$ cat src/hdl/afs_pkg.sv
// ----------------------------------------------------------------------------
// afs_pkg
// Shared types and constants of the ADTS frame splitter.
// ----------------------------------------------------------------------------
`default_nettype none

package afs_pkg;

  localparam int HdrLen    = 7;
  localparam int HdrHeld   = 6;
  localparam int QueDepth  = 8;
  localparam int QuePtrW   = $clog2(QueDepth);
  localparam int QueCntW   = $clog2(QueDepth + 1);
  localparam int LenW      = 13;

  localparam logic [LenW-1:0] HdrLenVal = LenW'(HdrLen);

  // one command from the front end to the back end
  typedef struct packed {
    logic                  is_hdr;
    logic [HdrHeld-1:0][7:0] hdr_bytes;
    logic [7:0]            last_byte;
    logic                  end_flag;
    logic [LenW-1:0]       len;
    logic [1:0]            prof;
    logic [3:0]            rate;
    logic [2:0]            chan;
  } afs_cmd_t;

endpackage

`default_nettype wire

$ cat src/hdl/adts_frame_splitter_unit.sv
// ----------------------------------------------------------------------------
// adts_frame_splitter_unit
// ADTS byte stream deframer: header capture, decode and byte pass-through.
// ----------------------------------------------------------------------------
// throughput: one input byte per cycle while full is low, one result per
// cycle sustained while pop keeps up; each command passes the queue and
// then the output register; payload behind a header waits for its results
// the seven header results leave one by one, stepped by the back end counter
// an eight-entry command queue absorbs the payload that arrives during a burst
// reset: synchronous; counters, queue pointers and output header fields clear
`default_nettype none

module adts_frame_splitter_unit (
  input  wire logic        clk,
  input  wire logic        rst,
  input  wire logic        push,
  output logic             full,
  input  wire logic [7:0]  data_byte,
  output logic             empty,
  input  wire logic        pop,
  output logic [7:0]       out_byte,
  output logic             frame_start,
  output logic             frame_end,
  output logic [12:0]      frame_length,
  output logic [2:0]       profile_plus_one,
  output logic [3:0]       rate_index,
  output logic [2:0]       channel_config,
  output logic [7:0]       asc_first,
  output logic [7:0]       asc_second,
  output logic             length_error
);
  import afs_pkg::*;

  afs_cmd_t  front_cmd;
  afs_cmd_t  head_cmd;
  logic      front_valid;
  logic      q_full;
  logic      q_valid;
  logic      q_pop;
  logic      accept;

  assign full   = q_full;
  assign accept = push && !q_full;

  afs_front u_front (
    .clk       (clk),
    .rst       (rst),
    .accept    (accept),
    .data_byte (data_byte),
    .cmd       (front_cmd),
    .cmd_valid (front_valid)
  );

  afs_queue u_queue (
    .clk     (clk),
    .rst     (rst),
    .wr_en   (front_valid),
    .wr_cmd  (front_cmd),
    .q_full  (q_full),
    .rd_en   (q_pop),
    .rd_cmd  (head_cmd),
    .q_valid (q_valid)
  );

  afs_back u_back (
    .clk              (clk),
    .rst              (rst),
    .head             (head_cmd),
    .q_valid          (q_valid),
    .q_pop            (q_pop),
    .pop              (pop),
    .empty            (empty),
    .out_byte         (out_byte),
    .frame_start      (frame_start),
    .frame_end        (frame_end),
    .frame_length     (frame_length),
    .profile_plus_one (profile_plus_one),
    .rate_index       (rate_index),
    .channel_config   (channel_config),
    .asc_first        (asc_first),
    .asc_second       (asc_second),
    .length_error     (length_error)
  );

endmodule

`default_nettype wire

$ cat src/hdl/afs_front.sv
// ----------------------------------------------------------------------------
// afs_front
// Collects header bytes, decodes the header and counts payload bytes.
// ----------------------------------------------------------------------------
`default_nettype none

module afs_front (
  input  wire logic              clk,
  input  wire logic              rst,
  input  wire logic              accept,
  input  wire logic [7:0]        data_byte,
  output afs_pkg::afs_cmd_t      cmd,
  output logic                   cmd_valid
);
  import afs_pkg::*;

  logic [2:0]                  hdr_count;
  logic [2:0]                  hdr_count_next;
  logic [LenW-1:0]             bytes_left;
  logic [LenW-1:0]             bytes_left_next;
  logic [HdrHeld-1:0][7:0]     hdr_bytes;
  logic                        in_payload;
  logic                        hdr_done;
  logic [LenW-1:0]             len;

  assign in_payload = (bytes_left != '0);
  assign hdr_done   = (hdr_count == 3'(HdrHeld));

  assign len = {hdr_bytes[3][1:0], hdr_bytes[4], hdr_bytes[5][7:5]};

  always_comb begin
    cmd.is_hdr    = !in_payload;
    cmd.hdr_bytes = hdr_bytes;
    cmd.last_byte = data_byte;
    cmd.len       = len;
    cmd.prof      = hdr_bytes[2][7:6];
    cmd.rate      = hdr_bytes[2][5:2];
    cmd.chan      = {hdr_bytes[2][0], hdr_bytes[3][7:6]};
    if (in_payload) begin
      cmd.end_flag = (bytes_left == LenW'(1));
    end else begin
      cmd.end_flag = (len <= HdrLenVal);
    end
    cmd_valid = accept && (in_payload || hdr_done);

    hdr_count_next  = hdr_count;
    bytes_left_next = bytes_left;
    if (accept) begin
      priority if (in_payload) begin
        bytes_left_next = bytes_left - LenW'(1);
      end else if (!hdr_done) begin
        hdr_count_next = hdr_count + 3'd1;
      end else begin
        hdr_count_next  = '0;
        bytes_left_next = (len > HdrLenVal) ? (len - HdrLenVal) : '0;
      end
    end
  end

  always_ff @(posedge clk) begin
    if (rst) begin
      hdr_count  <= '0;
      bytes_left <= '0;
    end else begin
      hdr_count  <= hdr_count_next;
      bytes_left <= bytes_left_next;
    end
  end

  // header byte store, first six header bytes only
  always_ff @(posedge clk) begin
    if (accept && !in_payload && !hdr_done) begin
      hdr_bytes[hdr_count] <= data_byte;
    end
  end

endmodule

`default_nettype wire

$ cat src/hdl/afs_queue.sv
// ----------------------------------------------------------------------------
// afs_queue
// Short command queue between the front end and the back end.
// ----------------------------------------------------------------------------
`default_nettype none

module afs_queue (
  input  wire logic              clk,
  input  wire logic              rst,
  input  wire logic              wr_en,
  input  afs_pkg::afs_cmd_t      wr_cmd,
  output logic                   q_full,
  input  wire logic              rd_en,
  output afs_pkg::afs_cmd_t      rd_cmd,
  output logic                   q_valid
);
  import afs_pkg::*;

  afs_cmd_t               entries [QueDepth];
  logic [QuePtrW-1:0]     wptr;
  logic [QuePtrW-1:0]     rptr;
  logic [QueCntW-1:0]     count;

  assign q_full  = (count == QueCntW'(QueDepth));
  assign q_valid = (count != '0);
  assign rd_cmd  = entries[rptr];

  always_ff @(posedge clk) begin
    if (rst) begin
      wptr  <= '0;
      rptr  <= '0;
      count <= '0;
    end else begin
      if (wr_en) begin
        wptr <= wptr + QuePtrW'(1);
      end
      if (rd_en) begin
        rptr <= rptr + QuePtrW'(1);
      end
      unique case ({wr_en, rd_en})
        2'b10:   count <= count + QueCntW'(1);
        2'b01:   count <= count - QueCntW'(1);
        default: count <= count;
      endcase
    end
  end

  always_ff @(posedge clk) begin
    if (wr_en) begin
      entries[wptr] <= wr_cmd;
    end
  end

endmodule

`default_nettype wire

$ cat src/hdl/afs_back.sv
// ----------------------------------------------------------------------------
// afs_back
// Expands commands into result bytes and holds the current header fields.
// ----------------------------------------------------------------------------
`default_nettype none

module afs_back (
  input  wire logic              clk,
  input  wire logic              rst,
  input  afs_pkg::afs_cmd_t      head,
  input  wire logic              q_valid,
  output logic                   q_pop,
  input  wire logic              pop,
  output logic                   empty,
  output logic [7:0]             out_byte,
  output logic                   frame_start,
  output logic                   frame_end,
  output logic [12:0]            frame_length,
  output logic [2:0]             profile_plus_one,
  output logic [3:0]             rate_index,
  output logic [2:0]             channel_config,
  output logic [7:0]             asc_first,
  output logic [7:0]             asc_second,
  output logic                   length_error
);
  import afs_pkg::*;

  logic            out_valid;
  logic [2:0]      slot;
  logic [2:0]      slot_next;
  logic            load;
  logic            last_slot;
  logic [7:0]      sel_byte;
  logic            asc_latched;
  logic [2:0]      new_prof1;

  assign empty     = !out_valid;
  assign load      = q_valid && (!out_valid || pop);
  assign last_slot = (slot == 3'(HdrHeld));
  assign new_prof1 = {1'b0, head.prof} + 3'd1;

  always_comb begin
    sel_byte  = head.last_byte;
    slot_next = slot;
    q_pop     = 1'b0;
    if (head.is_hdr && !last_slot) begin
      sel_byte = head.hdr_bytes[slot];
    end
    if (load) begin
      if (head.is_hdr) begin
        slot_next = last_slot ? '0 : slot + 3'd1;
        q_pop     = last_slot;
      end else begin
        q_pop = 1'b1;
      end
    end
  end

  always_ff @(posedge clk) begin
    if (rst) begin
      out_valid        <= 1'b0;
      slot             <= '0;
      asc_latched      <= 1'b0;
      frame_length     <= '0;
      profile_plus_one <= 3'd1;
      rate_index       <= '0;
      channel_config   <= '0;
      asc_first        <= '0;
      asc_second       <= '0;
    end else begin
      slot <= slot_next;
      if (load) begin
        out_valid <= 1'b1;
      end else if (pop) begin
        out_valid <= 1'b0;
      end
      // new header takes effect with its first byte
      if (load && head.is_hdr && (slot == '0)) begin
        frame_length     <= head.len;
        profile_plus_one <= new_prof1;
        rate_index       <= head.rate;
        channel_config   <= head.chan;
        if (!asc_latched) begin
          asc_latched <= 1'b1;
          asc_first   <= {2'b00, new_prof1, head.rate[3:1]};
          asc_second  <= {head.rate[0], 1'b0, head.chan, 3'b000};
        end
      end
    end
  end

  always_ff @(posedge clk) begin
    if (load) begin
      out_byte    <= sel_byte;
      frame_start <= head.is_hdr && (slot == '0);
      frame_end   <= head.end_flag && (!head.is_hdr || last_slot);
    end
  end

  assign length_error = (frame_length < HdrLenVal);

endmodule

`default_nettype wire
$ cat config.mk
export PLATFORM = sky130hd
export DESIGN_NAME = adts_frame_splitter_unit
export DESIGN_NICKNAME = d
export VERILOG_FILES = /design/src/hdl/afs_pkg.sv /design/src/hdl/adts_frame_splitter_unit.sv /design/src/hdl/afs_front.sv /design/src/hdl/afs_queue.sv /design/src/hdl/afs_back.sv
export SDC_FILE = /design/constraint.sdc
export NUM_CORES = 1
export LEC_CHECK = 0
export BUFFER_PORTS_ARGS = -buffer_cell sky130_fd_sc_hd__buf_2
export CAP_MARGIN = 15
export CORE_MARGIN = 2
export CORE_UTILIZATION = 35
export CTS_CLUSTER_DIAMETER = 50
export DETAILED_ROUTE_END_ITERATION = 7
export PLACE_DENSITY_LB_ADDON = 0.2
export REMOVE_ABC_BUFFERS = 1
export SYNTH_ARGS = -nofsm -noshare
export SYNTH_HDL_FRONTEND = slang
export SYNTH_SLANG_ARGS = --single-unit
$ cat constraint.sdc
create_clock -name clk -period 23.8 [get_ports clk]
set_input_delay 4.76 -clock clk [delete_from_list [all_inputs] [get_ports clk]]
set_output_delay 4.76 -clock clk [all_outputs]
set_load 0.05 [all_outputs]
==> run summary, run 1 <==
switching fraction of total power - 35.0%
Net Sw Power - 1.19 mW
Layout Skew - 0.0221 ns
CTS tree - done
Pins Over Slew Limit - 0
Pwr Density - 128 nW/um2
CP required - 24.01 ns
endpoint type of the worst setup path - flop
Post-synth EDFFs - 522
Final Critical Period - 6.97 ns
Area growth syn-to-layout - 14.8%
Crit Path Category - in2reg
die area - 68200 um2
Total Power - 3.40 mW
router iterations before antenna repair - 5
final worst path period share - 29.3%
gr usage total - 17.3%
TritonCTS Buffers - 68
Post-Synthesis Cells - 1270
top cells by count, synth - 522 x edfxtp_1, 99 x mux4_2, 67 x dfxtp_1, 65 x mux2i_1, 60 x a21oi_1
nets - 1376
Post-synth ARST share - 0%
Root Buffer - clkbuf_16
# resized after CTS - 0
setup TNS - 0 ns
HP Class - reg2reg
most common cell in the synthesized netlist - edfxtp_1
worst min-delay path startpoint - u_back.channel_config[2]$_SDFFE_PP0P_
Final ANT Viol Nets - 0
combinational power share - 29.9%
port buffer count - 57
CP max-delay cell - buf_4
worst-skew pair later-pin latency - 0.60 ns
die width - 261 um
Synth area leaders - edfxtp_1 68%, mux4_2 9.6%, dfxtp_1 5.8%, mux2i_1 2.8%, a21oi_1 1.3%
Post CTS Setup Buffer Count - 0
Top FF cell, synth - edfxtp_1
DR DRC count - 0
Clock Path Buffers - 3
Die H - 261 um
final WL - 58600 um
VDD IR max - 89.5 uV
Cell Chain, Critical Path - buf_2, and2b_1, o21a_4, inv_6, nor4_2, buf_4
setup violators final - 0
fin area - 26600 um2
syn_area_per_cell - 18.2 um2
first-pass GRT wire length - 85400 um
CP bufs+invs - 3
ant diodes - 0
largest net degree at the start of global routing - 63
WL per Instance - 25.8 um
status - finished clean
CTS Hold Bufs - 0
Syn Std Cell Area - 23100 um2
post-synthesis sequential area ratio - 73.5%
vias - 12200
gpl congestion - 0.760
DP Wirelength - 33500 um
sequential power share - 40.4%
clock power share - 29.6%
P_leak - 8.39 nW
clk sinks - 589
Final Hold Viols - 0
yosys warns - 0
largest delay contributor family on the critical path - buffers and inverters
Vias/cell - 5.39
Top-Level Pins - 64
CP max stage delay - 0.88 ns
Yosys reg bits - 589
total gr overflow - 0
initial core utilization - 35.3%
RSZ-0062 raised after global routing - no
vias in the first global route - 12400
worst slew pin tran - 1.17 ns
FP Rows - 94
# H-tree levels - 3
Placed Area - 24400 um2
worst setup path start - push
post-synth top area share - 67.8%
Max Fclk - 0.143 GHz
Core Area - 65600 um2
Crit path arrival time - 7.18 ns
Crit Path Max Fanout - 52
Clock Pin Slew Worst Setup and Hold Paths - 0.05 ns
max-cap viol count - 0
Worst setup SP type - input pin
Relative slew margins - 22.1%
layout cells sized above 1 - 23.3%
initial antenna violation count - 0
Int Pwr - 2.21 mW
initial DRC count - 1006
post-synth cell types - 79
post-synth top area cell - edfxtp_1
layout make-up:
class,count,area (um2)
sequential,589,17000
fill,5940,39100
timing repair buffer,86,503
clock buffer,85,1830
tap,864,1080
multi-input combinational,592,5700
clock inverter,37,342
inverter,18,72.6
flip-flops by register name, indices dropped and copies added, names as in the netlist, 4 cells and up, named ones only:
signal,count
u_queue.entries,464
u_back.out_byte,8
u_front.cmd,48
u_back.rate_index,4
u_front.bytes_left,13
u_back.asc_first,6
u_queue.count,4
u_back.asc_second,4
u_back.frame_length,13
logic make-up (layout without fill, tap and decap cells):
family | count (synthesis) | after routing | synth area share, %
compound gates | 198 | 198 | 5.76
xor+xnor | 17 | 17 | 0.644
fa+ha+maj | 9 | 9 | 0.487
buf+inv | 94 | 226 | 2.08
flops | 589 | 589 | 73.5
mux | 172 | 172 | 12.9
other cells | 1 | 6 | 0.0162
simple gates | 190 | 190 | 4.61
cell usage in the layout (no fill, tap or decap), drive strengths merged, types with 20 or more instances in the layout:
cell and n:
o21ai 31, clkinv 20, mux2i 65, nor2 35, inv 25, a22oi 21, clkbuf 85, nand2 28
dfxtp 67, buf 86, mux4 99, nand3 23, a211oi 28, edfxtp 522, nor3 26, a21oi 61
final timing paths:
check                                                        endpoint  slack (ns)  cells past startpoint
worst max-delay path                 u_queue.entries[0][44]$_DFFE_PP_       16.83                      6
worst min-delay path            u_back.channel_config[2]$_SDFFE_PP0P_        0.49                      2
worst max register to register           u_back.out_byte[2]$_DFFE_PP_       19.43                      8
worst min register to register  u_back.channel_config[2]$_SDFFE_PP0P_        0.49                      2
worst reg2reg max path, stage by stage (launching register included):
cell and delay (ns):
dfxtp_4 0.33, buf_4 0.58, buf_4 0.85, buf_4 0.72, mux4_2 0.48, a22oi_1 0.34
nand2_1 0.10, a2111oi_0 0.49, a211oi_1 0.20
metal layers:
layer | global-route usage, % | vias up | share of wire, %
met5 | 0 | - | 0
met4 | 4.81 | 0 | 1.7
met3 | 3.09 | 56 | 5.0
met2 | 27.9 | 306 | 48
met1 | 24.3 | 6553 | 45
li1 | - | 5334 | -
stage by stage:
| stage | setup slack (ns) | hold WS, ns | instances | util, % |
|---|---|---|---|---|
| finish | 16.83 | 0.490 | 2271 | 40.5 |
| CTS | 16.82 | 0.486 | 2271 | 40.5 |
| floorplan | 11.86 | 0.445 | 1199 | - |
| detailed placement | 16.20 | 0.479 | 2149 | 37.2 |
| global route | 16.65 | 0.506 | 2271 | 40.5 |
| global placement | 16.24 | 0.469 | 2149 | 37.2 |
power groups by stage:
stage | combinational, mW | sequential, mW | clock (mW)
3_5_place_dp | 1.03 | 1.40 | 0
6_report | 1.02 | 1.38 | 1.01
5_1_grt | 1.10 | 1.39 | 1.08
3_3_place_gp | 1.03 | 1.39 | 0
2_1_floorplan | 0.567 | 1.53 | 0
4_1_cts | 1.03 | 1.38 | 1.04
(Power assumes the default switching activity.)
==> run 2: changes to the inputs <==
--- a/config.mk
+++ b/config.mk
@@ -5,6 +5,7 @@
 export SDC_FILE = /design/constraint.sdc
 export NUM_CORES = 1
 export LEC_CHECK = 0
+export ABC_AREA = 1
 export BUFFER_PORTS_ARGS = -buffer_cell sky130_fd_sc_hd__buf_2
 export CAP_MARGIN = 15
 export CORE_MARGIN = 2
==> constraint.sdc (replaced) <==
create_clock -name clk -period 7.26 [get_ports clk]
set_input_delay 1.452 -clock clk [delete_from_list [all_inputs] [get_ports clk]]
set_output_delay 1.452 -clock clk [all_outputs]
set_load 0.05 [all_outputs]
==> run 2 against run 1 <==
Compared with the run above:
- hold slack got worse by 0.019 ns
- wire length increased by 8.9%
- sequential cell count unchanged
- clock skew increased by 0.0021 ns
- clock power increased to 3.6 times the previous value
==> run summary, run 2 <==
status - finished clean
commonest non-fill, non-tap cell in the layout - edfxtp_1
Area growth syn-to-layout - 14.8%
initial DRC count - 1424
gpl congestion - 0.782
# H-tree levels - 3
ant diodes - 0
Yosys reg bits - 589
Final Critical Period - 3.85 ns
Max Fclk - 0.260 GHz
HP Class - reg2reg
endpoint type of the worst setup path - flop
largest delay contributor family on the critical path - buffers and inverters
Clock Path Buffers - 3
Post-Synthesis Cells - 2159
most common cell in the synthesized netlist - edfxtp_1
max-cap viol count - 0
setup TNS - 0 ns
first-pass GRT wire length - 96200 um
DP Wirelength - 34900 um
Cell Chain, Critical Path - buf_4, inv_2, buf_4, nand2_1, nand2_1, nand2_1, nand2_1, inv_2, ha_1, xor2_1, ha_1, a21oi_1, xnor2_1, o21ai_0, inv_1
Stages on worst setup path - 15
Top FF cell, synth - edfxtp_1
Die H - 266 um
worst slew pin tran - 1.14 ns
Filler cells - 6446
clk sinks - 589
RSZ-0062 raised after global routing - no
port buffer count - 57
vias - 15900
CP bufs+invs - 5
Relative slew margins - 24.1%
Pins Over Slew Limit - 0
Root Buffer - clkbuf_16
WL per Instance - 20.3 um
Crit path arrival time - 4.34 ns
P_leak - 10.2 nW
Post-synth ARST share - 0%
yosys warns - 0
TritonCTS Buffers - 75
post-synthesis sequential area ratio - 70.6%
Crit Path Max Fanout - 60
syn_area_per_cell - 11.2 um2
most frequent cells in the layout - 522 x edfxtp_1, 401 x nand2_1, 393 x nor2_1
Vias/cell - 5.03
Clock Pin Slew Worst Setup and Hold Paths - 0.06 ns
# resized after CTS - 0
CTS tree - done
Worst setup SP type - flop
worst min-delay path startpoint - u_back.channel_config[0]$_SDFFE_PP0P_
WHS Path Cells - 2
FP Rows - 96
Layout Utilization - 40.5%
Final Hold Viols - 0
Top-Level Pins - 64
Critical R2R Capture - u_queue.count[2]$_SDFFE_PP0P_
CP max stage delay - 0.71 ns
final WL - 63800 um
final worst path period share - 53.1%
Final ANT Viol Nets - 0
router iterations before antenna repair - 5
initial antenna violation count - 4
Layout Skew - 0.0242 ns
CP max-delay cell - buf_4
die area - 70900 um2
end of the worst hold path - u_back.channel_config[0]$_SDFFE_PP0P_
Post-synth EDFFs - 522
Post CTS Setup Buffer Count - 0
Largest register FFs - 464
total gr overflow - 0
setup violators final - 0
vias in the first global route - 15600
DR DRC count - 0
nets - 2231
initial core utilization - 35.2%
worst-skew pair later-pin latency - 0.60 ns
Crit Path Category - reg2reg
cells on worst reg2reg path - 15
Syn Std Cell Area - 24100 um2
Core Area - 68300 um2
largest net degree at the start of global routing - 95
post-synth top area cell - edfxtp_1
most numerous cell on the critical path - nand2_1
gr usage total - 18.1%
layout cells sized above 1 - 10.6%
CTS Hold Bufs - 0
die width - 266 um
Synth area leaders - edfxtp_1 65%, nor2_1 6.3%, nand2_1 6.2%, dfxtp_1 5.6%, nand3_1 3.7%
post-synth top area share - 65.1%
Worst R2R Setup Slack - 3.41 ns
CP required - 7.75 ns
Most flops, register - u_queue.entries
post-synth cell types - 49
Pwr Density - 397 nW/um2
top cells by count, synth - 522 x edfxtp_1, 402 x nor2_1, 401 x nand2_1, 176 x nand3_1, 175 x o21ai_0
VDD IR max - 206 uV
[run 2: cell types whose count changed after synthesis, moves of 12 or more]
cell and change:
inv_1 +86, a211oi_1 -25, buf_1 +12, o22ai_1 +12, nor2_1 +368, nand3_1 +153
a22oi_1 -20, mux2i_1 -65, mux4_2 -99, nor3_1 -19, o21ai_0 +144, o21ai_1 +40
nand2_1 +374
[run 2: cell type report]
type	instances	area [um2]	share of cell area (%)
timing repair buffer	80	458	1.66
tap	882	1100	3.99
multi-input combinational	1354	6180	22.3
clock inverter	46	484	1.75
clock buffer	90	1990	7.18
inverter	110	419	1.52
sequential	589	17000	61.6
[run 2: logic make-up after synthesis]
family	after synthesis	share of synthesized area (%)
DFF	589	70.6
AOI/OAI and AO/OA	304	6.73
buffers and inverters	221	4.16
other	1	0.0156
xor gates and xnor gates	15	0.545
and+or+nand+nor	1020	17.4
adders and majority gates	9	0.467
[run 2: metrics by stage]
step / hold slack (ns) / cells / worst slack (ns) / cell area (um2) / power (mW)
after floorplan: 0.457 / 2053 / -0.501 / 23500 / 6.45
after global placement: 0.461 / 3015 / 2.81 / 25200 / 7.37
after detailed placement: 0.468 / 3015 / 2.77 / 25200 / 7.41
after CTS: 0.478 / 3151 / 3.35 / 27700 / 11.1
after global routing: 0.502 / 3151 / 3.11 / 27700 / 11.6
final: 0.471 / 3151 / 3.41 / 27700 / 11.0
[run 2: worst max path at each step]
stage / end / startpoint / slack (ns)
6_report: u_queue.count[2]$_SDFFE_PP0P_ / flop / 3.41
5_1_grt: u_queue.count[2]$_SDFFE_PP0P_ / flop / 3.11
4_1_cts: u_queue.count[2]$_SDFFE_PP0P_ / flop / 3.35
3_5_place_dp: u_queue.entries[2][71]$_DFFE_PP_ / push / 2.77
3_3_place_gp: u_queue.entries[4][67]$_DFFE_PP_ / push / 2.81
2_1_floorplan: u_queue.count[2]$_SDFFE_PP0P_ / flop / -0.50
[run 2: worst register-to-register path: stages (launching register included)]
cell	delay (ns)
dfxtp_2	0.31
buf_4	0.72
inv_2	0.05
buf_4	0.44
nand2_1	0.19
nand2_1	0.09
nand2_1	0.48
nand2_1	0.21
inv_2	0.14
ha_1	0.23
xor2_1	0.28
ha_1	0.22
a21oi_1	0.06
xnor2_1	0.14
o21ai_0	0.14
inv_1	0.06
[run 2: per-layer routing]
metal  up-vias  track usage [%]  share of wire, %
li1       7560                -                 -
met1      7734             23.8                43
met2       449             30.1                48
met3       114             2.87               6.0
met4         2             6.80               2.9
met5         -                0             0.039
[run 2: power by group]
part           leakage, nW  total, mW  switching [mW]  internal, mW
registers             5.31       4.30           0.197          4.10
logic                 3.66       3.00            2.24         0.766
clock network         1.20       3.68            1.45          2.23
total                 10.2       11.0            3.89          7.10
==> run 3: changes to the inputs <==
==> constraint.sdc (replaced) <==
create_clock -name clk -period 3.59 [get_ports clk]
set_input_delay 0.718 -clock clk [delete_from_list [all_inputs] [get_ports clk]]
set_output_delay 0.718 -clock clk [all_outputs]
set_load 0.05 [all_outputs]
==> run 3 against run 2 <==
Compared with the run above:
- fmax up 33%
- design area about the same
- total power up 97%
- critical endpoint is now u_queue.entries[0][43]$_DFFE_PP_
- global-route usage down 0.18 points
- die area unchanged
- hold slack about the same
==> run summary, run 3 (synthesized netlist as in run 2, its figures left out) <==
status - finished clean
vias - 15800
FP Rows - 96
final hold slack - 0.471 ns
Cell Chain, Critical Path - inv_1, ha_1, nand2_1, nor2_2, nand2_2, o21ai_4, inv_2, nand2_1, nor2_4, buf_4
largest net degree at the start of global routing - 175
Layout Utilization - 40.5%
P_leak - 10.2 nW
most numerous cell on the critical path - nand2_1
initial DRC count - 1285
Filler cells - 6418
Final Hold Viols - 0
met3 WL - 3570 um
Top-Level Pins - 64
worst-skew pair later-pin latency - 0.60 ns
# resized after CTS - 0
CP required - 3.89 ns
layout cells sized above 1 - 10.7%
Pwr Density - 783 nW/um2
most frequent cells in the layout - 522 x edfxtp_1, 401 x nand2_1, 394 x nor2_1
port buffer count - 57
Reg2Reg Launch Point - u_front.bytes_left[0]$_SDFFE_PP0P_
die area - 70900 um2
cells on worst reg2reg path - 10
Largest register FFs - 464
end of the worst hold path - u_back.channel_config[0]$_SDFFE_PP0P_
Die H - 266 um
DP Wirelength - 34500 um
Worst R2R Setup Slack - 0.69 ns
router iterations before antenna repair - 5
Critical R2R Capture - u_queue.entries[0][43]$_DFFE_PP_
DR DRC count - 0
CP max stage delay - 0.45 ns
Core Area - 68300 um2
endpoint type of the worst setup path - flop
DR WL met2 - 30200 um
Area growth syn-to-layout - 14.9%
Total Power - 21.7 mW
Relative slew margins - 40.1%
Crit Path Max Fanout - 24
Crit Path Category - reg2reg
nets - 2245
fin cells - 3158
gr usage total - 17.9%
commonest non-fill, non-tap cell in the layout - edfxtp_1
# H-tree levels - 3
Final ANT Viol Nets - 0
Final Critical Period - 2.90 ns
final worst path period share - 80.7%
Root Buffer - clkbuf_16
Layout Skew - 0.0240 ns
largest delay contributor family on the critical path - simple AND/OR/NAND/NOR gates
HP Class - reg2reg
initial antenna violation count - 2
CTS Hold Bufs - 0
die width - 266 um
WL per Instance - 20.2 um
Clock Path Buffers - 3
max-cap viol count - 0
Most flops, register - u_queue.entries
RSZ-0062 raised after global routing - no
Pins Over Slew Limit - 0
first-pass GRT wire length - 94700 um
vias in the first global route - 15300
VDD IR max - 448 uV
CP bufs+invs - 3
CTS tree - done
worst min-delay path startpoint - u_back.channel_config[0]$_SDFFE_PP0P_
setup violators final - 0
Max Fclk - 0.345 GHz
initial core utilization - 35.2%
final WL - 63800 um
Vias/cell - 5.02
DR top layer - met4
Post CTS Setup Buffer Count - 0
WHS Path Cells - 2
Crit path arrival time - 3.20 ns
gpl congestion - 0.797
Clock Pin Slew Worst Setup and Hold Paths - 0.06 ns
number of cells after detailed placement - 3034
clk sinks - 589
TritonCTS Buffers - 70
met1 WL - 28200 um
Worst setup SP type - flop
ant diodes - 0
worst slew pin tran - 0.896 ns
CP max-delay cell - o21ai_4
total gr overflow - 0
[run 3: cell type report]
type / instances / area (um2) / share of cell area (%)
clock buffer: 92 / 1920 / 6.93
sequential: 589 / 17000 / 61.5
multi-input combinational: 1354 / 6160 / 22.3
timing repair buffer: 99 / 763 / 2.76
inverter: 110 / 419 / 1.51
clock inverter: 32 / 292 / 1.05
tap: 882 / 1100 / 3.99
[run 3: worst register-to-register path: stages, from the launching register on]
cell and delay, ns:
dfxtp_1 0.32, inv_1 0.10, ha_1 0.23, nand2_1 0.15, nor2_2 0.19, nand2_2 0.16
o21ai_4 0.45, inv_2 0.26, nand2_1 0.40, nor2_4 0.07, buf_4 0.27
[run 3: per-stage QoR]
step	setup slack [ns]	instance area, um2	TNS (ns)
5_1_grt	0.494	27700	0
3_5_place_dp	0.697	25500	0
6_report	0.695	27700	0
4_1_cts	0.685	27700	0
3_3_place_gp	0.776	25500	0
2_1_floorplan	-4.17	23500	-503.34
[run 3: worst max path at each step]
stage                                             from  slack [ns]  cells after the start                               end
floorplan                                         flop       -4.17                     15     u_queue.count[2]$_SDFFE_PP0P_
global placement                                  push        0.78                      8  u_queue.entries[0][42]$_DFFE_PP_
detailed placement  u_front.bytes_left[0]$_SDFFE_PP0P_        0.70                     10  u_queue.entries[0][42]$_DFFE_PP_
CTS                 u_front.bytes_left[0]$_SDFFE_PP0P_        0.68                     10  u_queue.entries[0][48]$_DFFE_PP_
global route        u_front.bytes_left[0]$_SDFFE_PP0P_        0.49                     13     u_queue.count[2]$_SDFFE_PP0P_
finish              u_front.bytes_left[0]$_SDFFE_PP0P_        0.69                     10  u_queue.entries[0][43]$_DFFE_PP_
[run 3: layer usage]
| metal | vias up | track usage, % |
|---|---|---|
| li1 | 7554 | - |
| met2 | 445 | 29.6 |
| met1 | 7724 | 23.8 |
| met4 | 0 | 6.39 |
| met5 | - | 0 |
| met3 | 118 | 2.89 |
[run 3: report_power, final]
group | total (mW) | internal [mW] | switching, mW
sequential | 8.71 | 8.29 | 0.416
combinational | 6.17 | 1.67 | 4.50
clock | 6.79 | 4.01 | 2.78
